--- src/design/crb_pkg.sv ---
// ----------------------------------------------------------------------------
// crb_pkg
// Shared types, register offsets and the state transition table of the
// command-response-buffer control area.
// ----------------------------------------------------------------------------
`default_nettype none

package crb_pkg;

    // request kinds carried in tuser
    localparam logic [1:0] OP_READ      = 2'd0;
    localparam logic [1:0] OP_WRITE     = 2'd1;
    localparam logic [1:0] OP_EXEC_DONE = 2'd2;
    localparam logic [1:0] OP_NOP       = 2'd3;

    // configuration register indexes
    localparam logic [2:0] CFG_INTERFACE_ID = 3'd0;
    localparam logic [2:0] CFG_CMD_ADDR     = 3'd1;
    localparam logic [2:0] CFG_CMD_SIZE     = 3'd2;
    localparam logic [2:0] CFG_RSP_ADDR     = 3'd3;
    localparam logic [2:0] CFG_RSP_SIZE     = 3'd4;
    localparam logic [2:0] CFG_LOC_COUNT    = 3'd5;
    localparam logic [2:0] CFG_IDLE_BYPASS  = 3'd6;

    // byte offsets within a locality page
    localparam logic [11:0] OFF_LOC_STATE = 12'h000;
    localparam logic [11:0] OFF_LOC_CTRL  = 12'h008;
    localparam logic [11:0] OFF_LOC_STS   = 12'h00C;
    localparam logic [11:0] OFF_ID_LO     = 12'h030;
    localparam logic [11:0] OFF_ID_HI     = 12'h034;
    localparam logic [11:0] OFF_CTRL_REQ  = 12'h040;
    localparam logic [11:0] OFF_CTRL_STS  = 12'h044;
    localparam logic [11:0] OFF_CANCEL    = 12'h048;
    localparam logic [11:0] OFF_START     = 12'h04C;
    localparam logic [11:0] OFF_INT_EN    = 12'h050;
    localparam logic [11:0] OFF_INT_STS   = 12'h054;
    localparam logic [11:0] OFF_CMD_SIZE  = 12'h058;
    localparam logic [11:0] OFF_CMD_LO    = 12'h05C;
    localparam logic [11:0] OFF_CMD_HI    = 12'h060;
    localparam logic [11:0] OFF_RSP_SIZE  = 12'h064;
    localparam logic [11:0] OFF_RSP_LO    = 12'h068;
    localparam logic [11:0] OFF_RSP_HI    = 12'h06C;
    localparam logic [11:0] OFF_BUFFER    = 12'h080;

    localparam logic [2:0] MAX_LOCALITIES = 3'd5;

    typedef enum logic [2:0] {
        ST_IDLE,
        ST_READY,
        ST_RECEPTION,
        ST_EXECUTION,
        ST_COMPLETION
    } crb_state_t;

    // allowed next states, one bit per state
    localparam logic [7:0] NEXT_OK [8] = '{
        8'h02, 8'h07, 8'h0D, 8'h10, 8'h17, 8'h00, 8'h00, 8'h00
    };

    typedef struct packed {
        logic [1:0]  op;
        logic [2:0]  loc;
        logic [11:0] offset;
        logic [31:0] wdata;
    } crb_item_t;

    typedef struct packed {
        logic [31:0] rdata;
        logic        irq;
        logic        ign;
    } crb_result_t;

    typedef struct packed {
        logic [63:0] interface_id;
        logic [63:0] cmd_addr;
        logic [12:0] cmd_size;
        logic [63:0] rsp_addr;
        logic [12:0] rsp_size;
        logic [2:0]  loc_count;
        logic        idle_bypass;
    } crb_cfg_t;

    function automatic logic crb_may_go(crb_state_t cur, crb_state_t nxt, logic bypass);
        logic ok;
        ok = NEXT_OK[cur][nxt];
        if (cur == ST_COMPLETION && (nxt == ST_READY || nxt == ST_RECEPTION) && !bypass)
        begin
            ok = 1'b0;
        end
        return ok;
    endfunction

endpackage

`default_nettype wire

--- src/design/crb_command_interface_regs_unit.sv ---
// ----------------------------------------------------------------------------
// crb_command_interface_regs_unit
// Command-response-buffer control area, device side.
//
// Requests come in on the s_axis channel: tuser holds the operation (bus
// read, bus write, execution finished, no operation) and tdata the
// locality, byte offset and write word. Each request gives one result on
// m_axis: read word, interrupt line level and an ignored-write flag.
// Configuration (identifier, buffer addresses and sizes, locality count,
// idle bypass) is written through cfg_we / cfg_index / cfg_data.
//
// A request is accepted into the input register; from there the control
// logic updates its flags and loads the result register, which drives
// m_axis_tvalid. One request per cycle is sustained while the receiver
// takes every result. While the receiver stalls, the result holds and the
// input register still takes one more request; after that s_axis_tready
// drops until the result is taken. Reset clears the grant, returns the
// interface to idle, clears all interrupt bits and restores the
// configuration defaults.
// ----------------------------------------------------------------------------
`default_nettype none

module crb_command_interface_regs_unit
    import crb_pkg::*;
#(
    parameter int PAGE_BYTES = 4096
)
(
    input  wire logic        clk,
    input  wire logic        rst_n,
    input  wire logic        cfg_we,
    input  wire logic [2:0]  cfg_index,
    input  wire logic [63:0] cfg_data,
    input  wire logic        s_axis_tvalid,
    output logic             s_axis_tready,
    input  wire logic [47:0] s_axis_tdata,   // locality, offset, write_data, pad
    input  wire logic [1:0]  s_axis_tuser,   // operation
    output logic             m_axis_tvalid,
    input  wire logic        m_axis_tready,
    output logic [39:0]      m_axis_tdata    // read_data, irq, write_ignored, pad
);

    crb_item_t   item;
    logic        item_valid;
    crb_cfg_t    cfg;
    crb_result_t result;
    logic        out_free;
    logic        fire;
    logic        out_valid_reg;
    crb_result_t out_reg;

    assign out_free = !out_valid_reg || m_axis_tready;
    assign fire     = item_valid && out_free;

    crb_in_reg u_in_reg (
        .clk           (clk),
        .rst_n         (rst_n),
        .s_axis_tvalid (s_axis_tvalid),
        .s_axis_tready (s_axis_tready),
        .s_axis_tdata  (s_axis_tdata),
        .s_axis_tuser  (s_axis_tuser),
        .take          (out_free),
        .item_valid    (item_valid),
        .item          (item)
    );

    crb_regs u_regs (
        .clk       (clk),
        .rst_n     (rst_n),
        .cfg_we    (cfg_we),
        .cfg_index (cfg_index),
        .cfg_data  (cfg_data),
        .cfg       (cfg)
    );

    crb_ctrl #(
        .PAGE_BYTES (PAGE_BYTES)
    ) u_ctrl (
        .clk    (clk),
        .rst_n  (rst_n),
        .fire   (fire),
        .item   (item),
        .cfg    (cfg),
        .result (result)
    );

    always_ff @(posedge clk or negedge rst_n)
    begin
        if (!rst_n)
        begin
            out_valid_reg <= 1'b0;
        end
        else if (out_free)
        begin
            out_valid_reg <= item_valid;
        end
    end

    always_ff @(posedge clk)
    begin
        if (fire)
        begin
            out_reg <= result;
        end
    end

    assign m_axis_tvalid = out_valid_reg;
    assign m_axis_tdata  = {6'd0, out_reg.ign, out_reg.irq, out_reg.rdata};

endmodule

`default_nettype wire

--- src/design/crb_in_reg.sv ---
// ----------------------------------------------------------------------------
// crb_in_reg
// Input register of the request stream; holds one request until the
// control stage can take it.
// ----------------------------------------------------------------------------
`default_nettype none

module crb_in_reg
    import crb_pkg::*;
(
    input  wire logic        clk,
    input  wire logic        rst_n,
    input  wire logic        s_axis_tvalid,
    output logic             s_axis_tready,
    input  wire logic [47:0] s_axis_tdata,   // locality, offset, write_data, pad
    input  wire logic [1:0]  s_axis_tuser,   // operation
    input  wire logic        take,
    output logic             item_valid,
    output crb_item_t        item
);

    logic      valid_reg;
    logic      valid_next;
    crb_item_t item_reg;

    // register frees up whenever the held request moves on
    assign s_axis_tready = !valid_reg || take;
    assign valid_next    = s_axis_tready ? s_axis_tvalid : valid_reg;

    always_ff @(posedge clk or negedge rst_n)
    begin
        if (!rst_n)
        begin
            valid_reg <= 1'b0;
        end
        else
        begin
            valid_reg <= valid_next;
        end
    end

    always_ff @(posedge clk)
    begin
        if (s_axis_tvalid && s_axis_tready)
        begin
            item_reg.op     <= s_axis_tuser;
            item_reg.loc    <= s_axis_tdata[2:0];
            item_reg.offset <= s_axis_tdata[14:3];
            item_reg.wdata  <= s_axis_tdata[46:15];
        end
    end

    assign item_valid = valid_reg;
    assign item       = item_reg;

endmodule

`default_nettype wire

--- src/design/crb_regs.sv ---
// ----------------------------------------------------------------------------
// crb_regs
// Configuration registers: identifier, buffer addresses and sizes,
// locality count and idle bypass.
// ----------------------------------------------------------------------------
`default_nettype none

module crb_regs
    import crb_pkg::*;
(
    input  wire logic        clk,
    input  wire logic        rst_n,
    input  wire logic        cfg_we,
    input  wire logic [2:0]  cfg_index,
    input  wire logic [63:0] cfg_data,
    output crb_cfg_t         cfg
);

    crb_cfg_t cfg_reg;

    always_ff @(posedge clk or negedge rst_n)
    begin
        if (!rst_n)
        begin
            cfg_reg.interface_id <= 64'd0;
            cfg_reg.cmd_addr     <= 64'd128;
            cfg_reg.cmd_size     <= 13'd3968;
            cfg_reg.rsp_addr     <= 64'd128;
            cfg_reg.rsp_size     <= 13'd3968;
            cfg_reg.loc_count    <= 3'd5;
            cfg_reg.idle_bypass  <= 1'b0;
        end
        else if (cfg_we)
        begin
            case (cfg_index)
                CFG_INTERFACE_ID: cfg_reg.interface_id <= cfg_data;
                CFG_CMD_ADDR:     cfg_reg.cmd_addr     <= cfg_data;
                CFG_CMD_SIZE:     cfg_reg.cmd_size     <= cfg_data[12:0];
                CFG_RSP_ADDR:     cfg_reg.rsp_addr     <= cfg_data;
                CFG_RSP_SIZE:     cfg_reg.rsp_size     <= cfg_data[12:0];
                CFG_LOC_COUNT:    cfg_reg.loc_count    <= cfg_data[2:0];
                CFG_IDLE_BYPASS:  cfg_reg.idle_bypass  <= cfg_data[0];
                default:          ;
            endcase
        end
    end

    assign cfg = cfg_reg;

endmodule

`default_nettype wire

--- src/design/crb_ctrl.sv ---
// ----------------------------------------------------------------------------
// crb_ctrl
// Control area state: locality grant, interface state machine, start,
// cancel and interrupt bits, plus the read mux and ignored-write decode.
// ----------------------------------------------------------------------------
`default_nettype none

module crb_ctrl
    import crb_pkg::*;
#(
    parameter int PAGE_BYTES = 4096
)
(
    input  wire logic clk,
    input  wire logic rst_n,
    input  wire logic fire,
    input  crb_item_t item,
    input  crb_cfg_t  cfg,
    output crb_result_t result
);

    localparam logic [12:0] PAGE_LIMIT = 13'(PAGE_BYTES);

    crb_state_t state_reg, state_next;
    logic       granted_reg, granted_next;
    logic [2:0] active_reg, active_next;
    logic       idle_reg, idle_next;
    logic       busy_reg, busy_next;
    logic       cancel_reg, cancel_next;
    logic [4:0] en_reg, en_next;
    logic [3:0] sts_reg, sts_next;

    logic [11:0] off;
    logic [2:0]  nloc;
    logic        loc_ok;
    logic        inpage;
    logic        owner;
    logic [31:0] reg_rdata;
    logic        ign;
    logic        do_go;
    logic        start_set;
    crb_state_t  go_tgt;

    assign off    = {item.offset[11:2], 2'b00};
    assign nloc   = (cfg.loc_count > MAX_LOCALITIES) ? MAX_LOCALITIES : cfg.loc_count;
    assign loc_ok = item.loc < nloc;
    assign inpage = {1'b0, off} < PAGE_LIMIT;
    assign owner  = loc_ok && granted_reg && (active_reg == item.loc);

    // read mux; locality and identifier words are open to every locality
    always_comb
    begin
        reg_rdata = 32'd0;
        case (off)
            OFF_LOC_STATE: reg_rdata = {24'd0, 1'b1, 2'b00, active_reg, granted_reg, 1'b0};
            OFF_LOC_STS:   reg_rdata = {31'd0, owner};
            OFF_ID_LO:     reg_rdata = cfg.interface_id[31:0];
            OFF_ID_HI:     reg_rdata = cfg.interface_id[63:32];
            default:
            begin
                if (owner)
                begin
                    case (off)
                        OFF_CTRL_STS: reg_rdata = {30'd0, idle_reg, 1'b0};
                        OFF_CANCEL:   reg_rdata = {31'd0, cancel_reg};
                        OFF_START:    reg_rdata = {31'd0, busy_reg};
                        OFF_INT_EN:   reg_rdata = {en_reg[4], 27'd0, en_reg[3:0]};
                        OFF_INT_STS:  reg_rdata = {28'd0, sts_reg};
                        OFF_CMD_SIZE: reg_rdata = {19'd0, cfg.cmd_size};
                        OFF_CMD_LO:   reg_rdata = cfg.cmd_addr[31:0];
                        OFF_CMD_HI:   reg_rdata = cfg.cmd_addr[63:32];
                        OFF_RSP_SIZE: reg_rdata = {19'd0, cfg.rsp_size};
                        OFF_RSP_LO:   reg_rdata = cfg.rsp_addr[31:0];
                        OFF_RSP_HI:   reg_rdata = cfg.rsp_addr[63:32];
                        default:      reg_rdata = 32'd0;
                    endcase
                end
            end
        endcase
    end

    always_comb
    begin
        state_next   = state_reg;
        granted_next = granted_reg;
        active_next  = active_reg;
        idle_next    = idle_reg;
        busy_next    = busy_reg;
        cancel_next  = cancel_reg;
        en_next      = en_reg;
        sts_next     = sts_reg;
        result.rdata = 32'd0;
        ign          = 1'b0;
        do_go        = 1'b0;
        start_set    = 1'b0;
        go_tgt       = ST_IDLE;

        case (item.op)
            OP_READ:
            begin
                if (loc_ok && inpage)
                begin
                    result.rdata = reg_rdata;
                end
            end
            OP_WRITE:
            begin
                if (!loc_ok)
                begin
                    ign = 1'b1;
                end
                else if (inpage)
                begin
                    if (off == OFF_LOC_CTRL)
                    begin
                        // relinquish first, then request
                        if (item.wdata[1])
                        begin
                            if (owner)
                                granted_next = 1'b0;
                            else
                                ign = 1'b1;
                        end
                        if (item.wdata[0])
                        begin
                            if (!granted_next)
                            begin
                                granted_next = 1'b1;
                                active_next  = item.loc;
                                sts_next[3]  = 1'b1;
                            end
                            else if (active_reg != item.loc)
                            begin
                                ign = 1'b1;
                            end
                        end
                    end
                    else if (off < OFF_CTRL_REQ)
                    begin
                        ign = 1'b0;
                    end
                    else if (!owner)
                    begin
                        ign = 1'b1;
                    end
                    else if (off >= OFF_BUFFER)
                    begin
                        do_go  = 1'b1;
                        go_tgt = ST_RECEPTION;
                    end
                    else
                    begin
                        case (off)
                            OFF_CTRL_REQ:
                            begin
                                case (item.wdata[1:0])
                                    2'b11: ign = 1'b1;
                                    2'b01:
                                    begin
                                        do_go  = 1'b1;
                                        go_tgt = ST_READY;
                                    end
                                    2'b10:
                                    begin
                                        do_go  = 1'b1;
                                        go_tgt = ST_IDLE;
                                    end
                                    default: ign = 1'b0;
                                endcase
                            end
                            OFF_CANCEL: cancel_next = item.wdata[0];
                            OFF_START:
                            begin
                                if (item.wdata[0])
                                begin
                                    do_go     = 1'b1;
                                    go_tgt    = ST_EXECUTION;
                                    start_set = 1'b1;
                                end
                            end
                            OFF_INT_EN:  en_next  = {item.wdata[31], item.wdata[3:0]};
                            OFF_INT_STS: sts_next = sts_reg & ~item.wdata[3:0];
                            default:     ign = 1'b0;
                        endcase
                    end
                end
            end
            OP_EXEC_DONE:
            begin
                if (state_reg == ST_EXECUTION)
                begin
                    state_next  = ST_COMPLETION;
                    idle_next   = 1'b0;
                    busy_next   = 1'b0;
                    sts_next[0] = 1'b1;
                end
            end
            default:
            begin
                ign = 1'b0;
            end
        endcase

        // state change request from control, start or buffer write
        if (do_go)
        begin
            if (crb_may_go(state_reg, go_tgt, cfg.idle_bypass))
            begin
                state_next = go_tgt;
                idle_next  = (go_tgt == ST_IDLE);
                if (go_tgt == ST_READY)
                    sts_next[1] = 1'b1;
                if (start_set)
                    busy_next = 1'b1;
            end
            else
            begin
                ign = 1'b1;
            end
        end

        result.ign = ign;
        result.irq = en_next[4] && ((sts_next & en_next[3:0]) != 4'd0);
    end

    always_ff @(posedge clk or negedge rst_n)
    begin
        if (!rst_n)
        begin
            state_reg <= ST_IDLE;
        end
        else if (fire)
        begin
            state_reg <= state_next;
        end
    end

    always_ff @(posedge clk or negedge rst_n)
    begin
        if (!rst_n)
        begin
            granted_reg <= 1'b0;
            active_reg  <= 3'd0;
            idle_reg    <= 1'b1;
            busy_reg    <= 1'b0;
            cancel_reg  <= 1'b0;
            en_reg      <= 5'd0;
            sts_reg     <= 4'd0;
        end
        else if (fire)
        begin
            granted_reg <= granted_next;
            active_reg  <= active_next;
            idle_reg    <= idle_next;
            busy_reg    <= busy_next;
            cancel_reg  <= cancel_next;
            en_reg      <= en_next;
            sts_reg     <= sts_next;
        end
    end

    // idle status tracks the idle state
    assert property (@(posedge clk) disable iff (!rst_n)
        idle_reg == (state_reg == ST_IDLE))
        else $error("idle status out of step with interface state");

    // start stays busy only while executing
    assert property (@(posedge clk) disable iff (!rst_n)
        busy_reg |-> (state_reg == ST_EXECUTION))
        else $error("start busy outside execution");

    // a rejected write leaves the interface state alone
    assert property (@(posedge clk) disable iff (!rst_n)
        (fire && result.ign) |=> (state_reg == $past(state_reg)))
        else $error("ignored write changed interface state");

    // the ready interrupt is raised on every entry into ready
    assert property (@(posedge clk) disable iff (!rst_n)
        (fire && state_reg != ST_READY && state_next == ST_READY) |=> sts_reg[1])
        else $error("cmd ready status not set on entry to ready");

endmodule

`default_nettype wire

--- config.mk ---
export PLATFORM = sky130hd
export DESIGN_NAME = crb_command_interface_regs_unit
export DESIGN_NICKNAME = d
export VERILOG_FILES = /design/src/design/crb_pkg.sv /design/src/design/crb_command_interface_regs_unit.sv /design/src/design/crb_in_reg.sv /design/src/design/crb_regs.sv /design/src/design/crb_ctrl.sv
export SDC_FILE = /design/constraint.sdc
export NUM_CORES = 1
export LEC_CHECK = 0
export ABC_AREA = 1
export BUFFER_PORTS_ARGS = -buffer_cell sky130_fd_sc_hd__buf_2
export CAP_MARGIN = 5
export CORE_MARGIN = 2
export CORE_UTILIZATION = 40
export CTS_BUF_LIST = sky130_fd_sc_hd__clkbuf_2
export DETAILED_ROUTE_END_ITERATION = 8
export PLACE_DENSITY_LB_ADDON = 0.1
export SKIP_CTS_REPAIR_TIMING = 1
export SLEW_MARGIN = 20
export SYNTH_ARGS = -nofsm -noshare
export SYNTH_HDL_FRONTEND = slang
export SYNTH_SLANG_ARGS = --single-unit
export TNS_END_PERCENT = 20
--- constraint.sdc ---
create_clock -name clk -period 2.8 [get_ports clk]
set_clock_uncertainty 0.05 [all_clocks]
set_input_delay 0.56 -clock clk [delete_from_list [all_inputs] [get_ports clk]]
set_output_delay 0.56 -clock clk [all_outputs]
set_load 0.05 [all_outputs]
==> results list <==
- The clock passes through at most 3 buffers.
- Detailed-route vias per instance: 4.93
* Initial DRC Count: 680
- The endpoint identified for the worst register-to-register timing path is m_axis_tdata[32]$_DFFE_PP_.
- At the end of the flow, the number of nets in the layout was 1,961.
* Clock latency on the worst-skew pair: 0.95 ns
- Clock-pin transition on the worst setup and hold timing paths: 0.11 ns
* Overall track demand over capacity in global routing: 21.9%
- By area the synthesized netlist is led by dfrtp_1, nand2_1, edfxtp_1.
* Post-synthesis area per instance: 8.82 sq um
* Total count of hold-check failures in the final report: 0
- Summed over all layers, the global routing overflow is 0.
- Setup violations remaining at the end of the flow were counted as 0.
* R2r setup slk: 0.14 ns
* Summed instance area of the synthesized netlist: 13,700 sq um
- Counting I/O delays and the setup requirement, the final critical path takes 2.66 ns.
- Cell at the root of the clock tree: clkbuf_2
- Global placement routability congestion: 0.841
- The first global-routing pass estimated 60,600 um of wire.
* Critical path launch point: u_regs.cfg[3]$_DFFE_PN1P_
* Largest stage delay on the critical path: 0.55 ns
- Fmax: 375 MHz
- The number of antenna violations at the first check in global routing was 1.
- Buffers placed on the I/O ports in this run total 127.
- Cell breakdown of the critical path: inv_1, ha_1, a21oi_2, nand3_2, nor2_4, nand3_2, ha_1, nor4_4, a21oi_4, nand3_2, nand2_2, nand2_2, a21oi_2
- The number of max-slew violations in the final report came to 0.
- Summed over all failing endpoints, the final setup total negative slack is 0 ns.
- Placeable core region: 33,600 sq um
- The tool flagged a number of max-cap violations equal to 0.
- Slowest cell on the critical path: dfstp_2
- For this design the ratio of total power to cell area is 626 nW/um^2.
* Worst setup path end: m_axis_tdata[32]$_DFFE_PP_
- TritonCTS built the clock tree.
* Max reg flops: 222
- Compared with the post-synthesis result, the final layout area differs by 22.9%.
* Number of iterations in the first detailed-routing pass: 5
- Required time worst endpoint: 3.43 ns
- Run status: complete, no violations
* Proportion of synthesized area in mux cells: 0.229%
* Number of distinct library cells after synthesis: 49
- In this run the static leakage power is 0.00805 uW.
* Initial standard-cell utilization of the core: 40.7%
- Number of standard-cell rows in the floorplan: 67
* Overall power after layout: 10,500 uW
- The Yosys step of the flow raised 0 warnings.
- Pin slew with the least headroom to its limit: 0.627 ns
- Critical R2R Launch: u_regs.cfg[3]$_DFFE_PN1P_
- Buffers and inverters on the worst path: 1
- Crit-path max FO: 6
- Cell class contributing the biggest share of worst-path delay: simple AND/OR/NAND/NOR gates
* Worst IR drop on VDD: 0.000320 V
- Count of H-tree levels built during CTS: 3
- Clock tree synthesis inserted a total of 83 buffers.
- Total die area: 35,700 sq um
- ANT nets after route: 0
* Final worst-path cycle share: 95.1%
- Once layout is complete, the utilization of the core stands at 50.1%.
* Sort of element at the end of the critical path: flip-flop
* #FFs+latches synth: 297
- I/O pin count: 164
* Area share of fa/ha/maj cells after synthesis: 1.10%
* Largest net degree at the start of global routing: 129
- After synthesis, the largest area contributor takes up 41.7% of total cell area.
- In this run the tightest slew margin relative to its limit is 58.2%.
- Total via count after detailed routing: 11,548
* Share of synthesized area occupied by flip-flops and latches: 56.4%
- Summing the areas of all compound-gate instances in the mapped netlist gives 14.1% of the synthesized area.
- RSZ-0062 raised after global routing: false
- Cells with a size suffix above 1 make up 20.5% of the layout.
- Type of element launching the critical path: flip-flop
* Area share of and/or/nand/nor cells after synthesis: 20.5%
- Per-cell routed wire length: 16.6 um
- Top cell type by total area after synthesis: dfrtp_1
* Number of cells on the critical path: 13
- Category of the critical setup timing path: reg -> reg
- Synthesized-area fraction occupied by xor and xnor cells: 0.192%
- Routed Wire Length: 38,800 um
* Worst r2r path cells: 13
- STA puts the critical path data arrival time at 3.29 ns.
* Chip Width: 189 um
- From bottom edge to top edge, the die measures 189 um.
- After synthesis, the largest family of logic cells by area is simple AND/OR/NAND/NOR gates.
* Syn Inst Count: 1,552
* DP Wirelength: 24,300 um
- The number of global-route vias before repair is 11,220.
- Critical path's most frequent cell: nand3_2
* DRC errors left: 0
* Class of the tightest hold or removal check: in -> async
- Number of clock sinks seen by CTS: 297
[worst min path at each step]
stage	to	slack, ns	depth (start not counted)
2_1_floorplan	m_axis_tvalid$_DFFE_PN0P_	0.21	0
3_3_place_gp	u_ctrl.idle_reg$_DFFE_PN1P_	0.41	2
3_5_place_dp	u_ctrl.idle_reg$_DFFE_PN1P_	0.41	2
4_1_cts	u_ctrl.active_reg[1]$_DFFE_PN0P_	-0.62	1
5_1_grt	u_ctrl.granted_reg$_DFFE_PN0P_	0.03	2
6_report	u_ctrl.active_reg[1]$_DFFE_PN0P_	0.08	2
[synthesized netlist by cell type, drive strengths merged]
master	count
a32oi	1
dfstp	15
inv	164
conb	1
o2111ai	9
a22oi	4
o211ai	1
nor3b	1
nand3	77
dfrtp	228
mux2i	2
a211oi	4
clkinv	4
nor3	5
a31oi	3
o221ai	1
mux2	1
o31ai	4
nand3b	2
nand2	449
a22o	26
buf	31
clkbuf	51
xnor2	3
ha	12
a221oi	4
a21oi	41
nand4	27
o22ai	2
nor4	4
nor2	78
edfxtp	54
o21ai	243
[final cells by class]
cell class	count	area (sq um)
well taps	448	561
flip-flops and latches	297	7720
multi-input cells	1010	5020
fillers	3354	16800
diodes	1	2.50
inverters	168	641
clock buffers	134	671
repair buffers	267	2100
clock inverters	18	103
[logic make-up after synthesis]
kind of cell	after synthesis
buf+inv	250
flops	297
other cells	1
xor+xnor	3
mux	3
fa+ha+maj	12
compound gates	343
simple gates	643
[per-stage QoR]
stage / std cells / cell area [sq um] / setup slack (ns) / hold slack (ns)
2_1_floorplan: 1557 / 13700 / 0.133 / 0.214
3_3_place_gp: 2097 / 15100 / 0.132 / 0.407
3_5_place_dp: 2097 / 15100 / 0.0990 / 0.414
4_1_cts: 2249 / 15900 / 0.0725 / -0.616
5_1_grt: 2343 / 16800 / 0.00492 / 0.0327
6_report: 2343 / 16800 / 0.137 / 0.0793
[layer usage]
| metal | share of wire, % | vias to the layer above | GRT usage [%] | wire length [um] |
|---|---|---|---|---|
| met5 | 0 | - | 0 | 0 |
| met3 | 4.7 | 75 | 4.67 | 1810 |
| met1 | 47 | 5492 | 30.5 | 18400 |
| met4 | 2.6 | 0 | 8.23 | 1020 |
| met2 | 45 | 284 | 33.6 | 17600 |
| li1 | - | 5697 | - | - |
[power breakdown]
group | total (uW) | switching, uW | internal (uW) | leakage (uW)
sequential | 5580 | 406 | 5170 | 0.00354
combinational | 1700 | 1090 | 608 | 0.00390
clock | 3260 | 1920 | 1340 | 0.000600
[worst reg2reg max path, cell delays in order (launching register included)]
cell,delay [ns]
dfstp_2,0.55
inv_1,0.05
ha_1,0.29
a21oi_2,0.20
nand3_2,0.12
nor2_4,0.15
nand3_2,0.09
ha_1,0.34
nor4_4,0.19
a21oi_4,0.10
nand3_2,0.11
nand2_2,0.06
nand2_2,0.06
a21oi_2,0.04
[placed cells by master, fill, tap and decap left out, drive strengths merged, types with 2 or more instances in the layout]
cell type | netlist | final
o22ai | 2 | 2
a221oi | 4 | 4
clkbuf | 51 | 134
nor3 | 5 | 5
mux2i | 2 | 2
nand2 | 449 | 449
o31ai | 4 | 4
nor4 | 4 | 4
a211oi | 4 | 4
dfrtp | 228 | 228
ha | 12 | 12
o2111ai | 9 | 9
inv | 164 | 166
clkinvlp | 0 | 2
nor2 | 78 | 78
clkinv | 4 | 17
a22oi | 4 | 4
a21oi | 41 | 41
nand3 | 77 | 77
dfstp | 15 | 15
edfxtp | 54 | 54
o21ai | 243 | 243
dlygate4sd3 | 0 | 93
nand3b | 2 | 2
conb | 1 | 6
a22o | 26 | 26
nand4 | 27 | 27
a31oi | 3 | 3
xnor2 | 3 | 3
buf | 31 | 174
(Power assumes the default switching activity.)
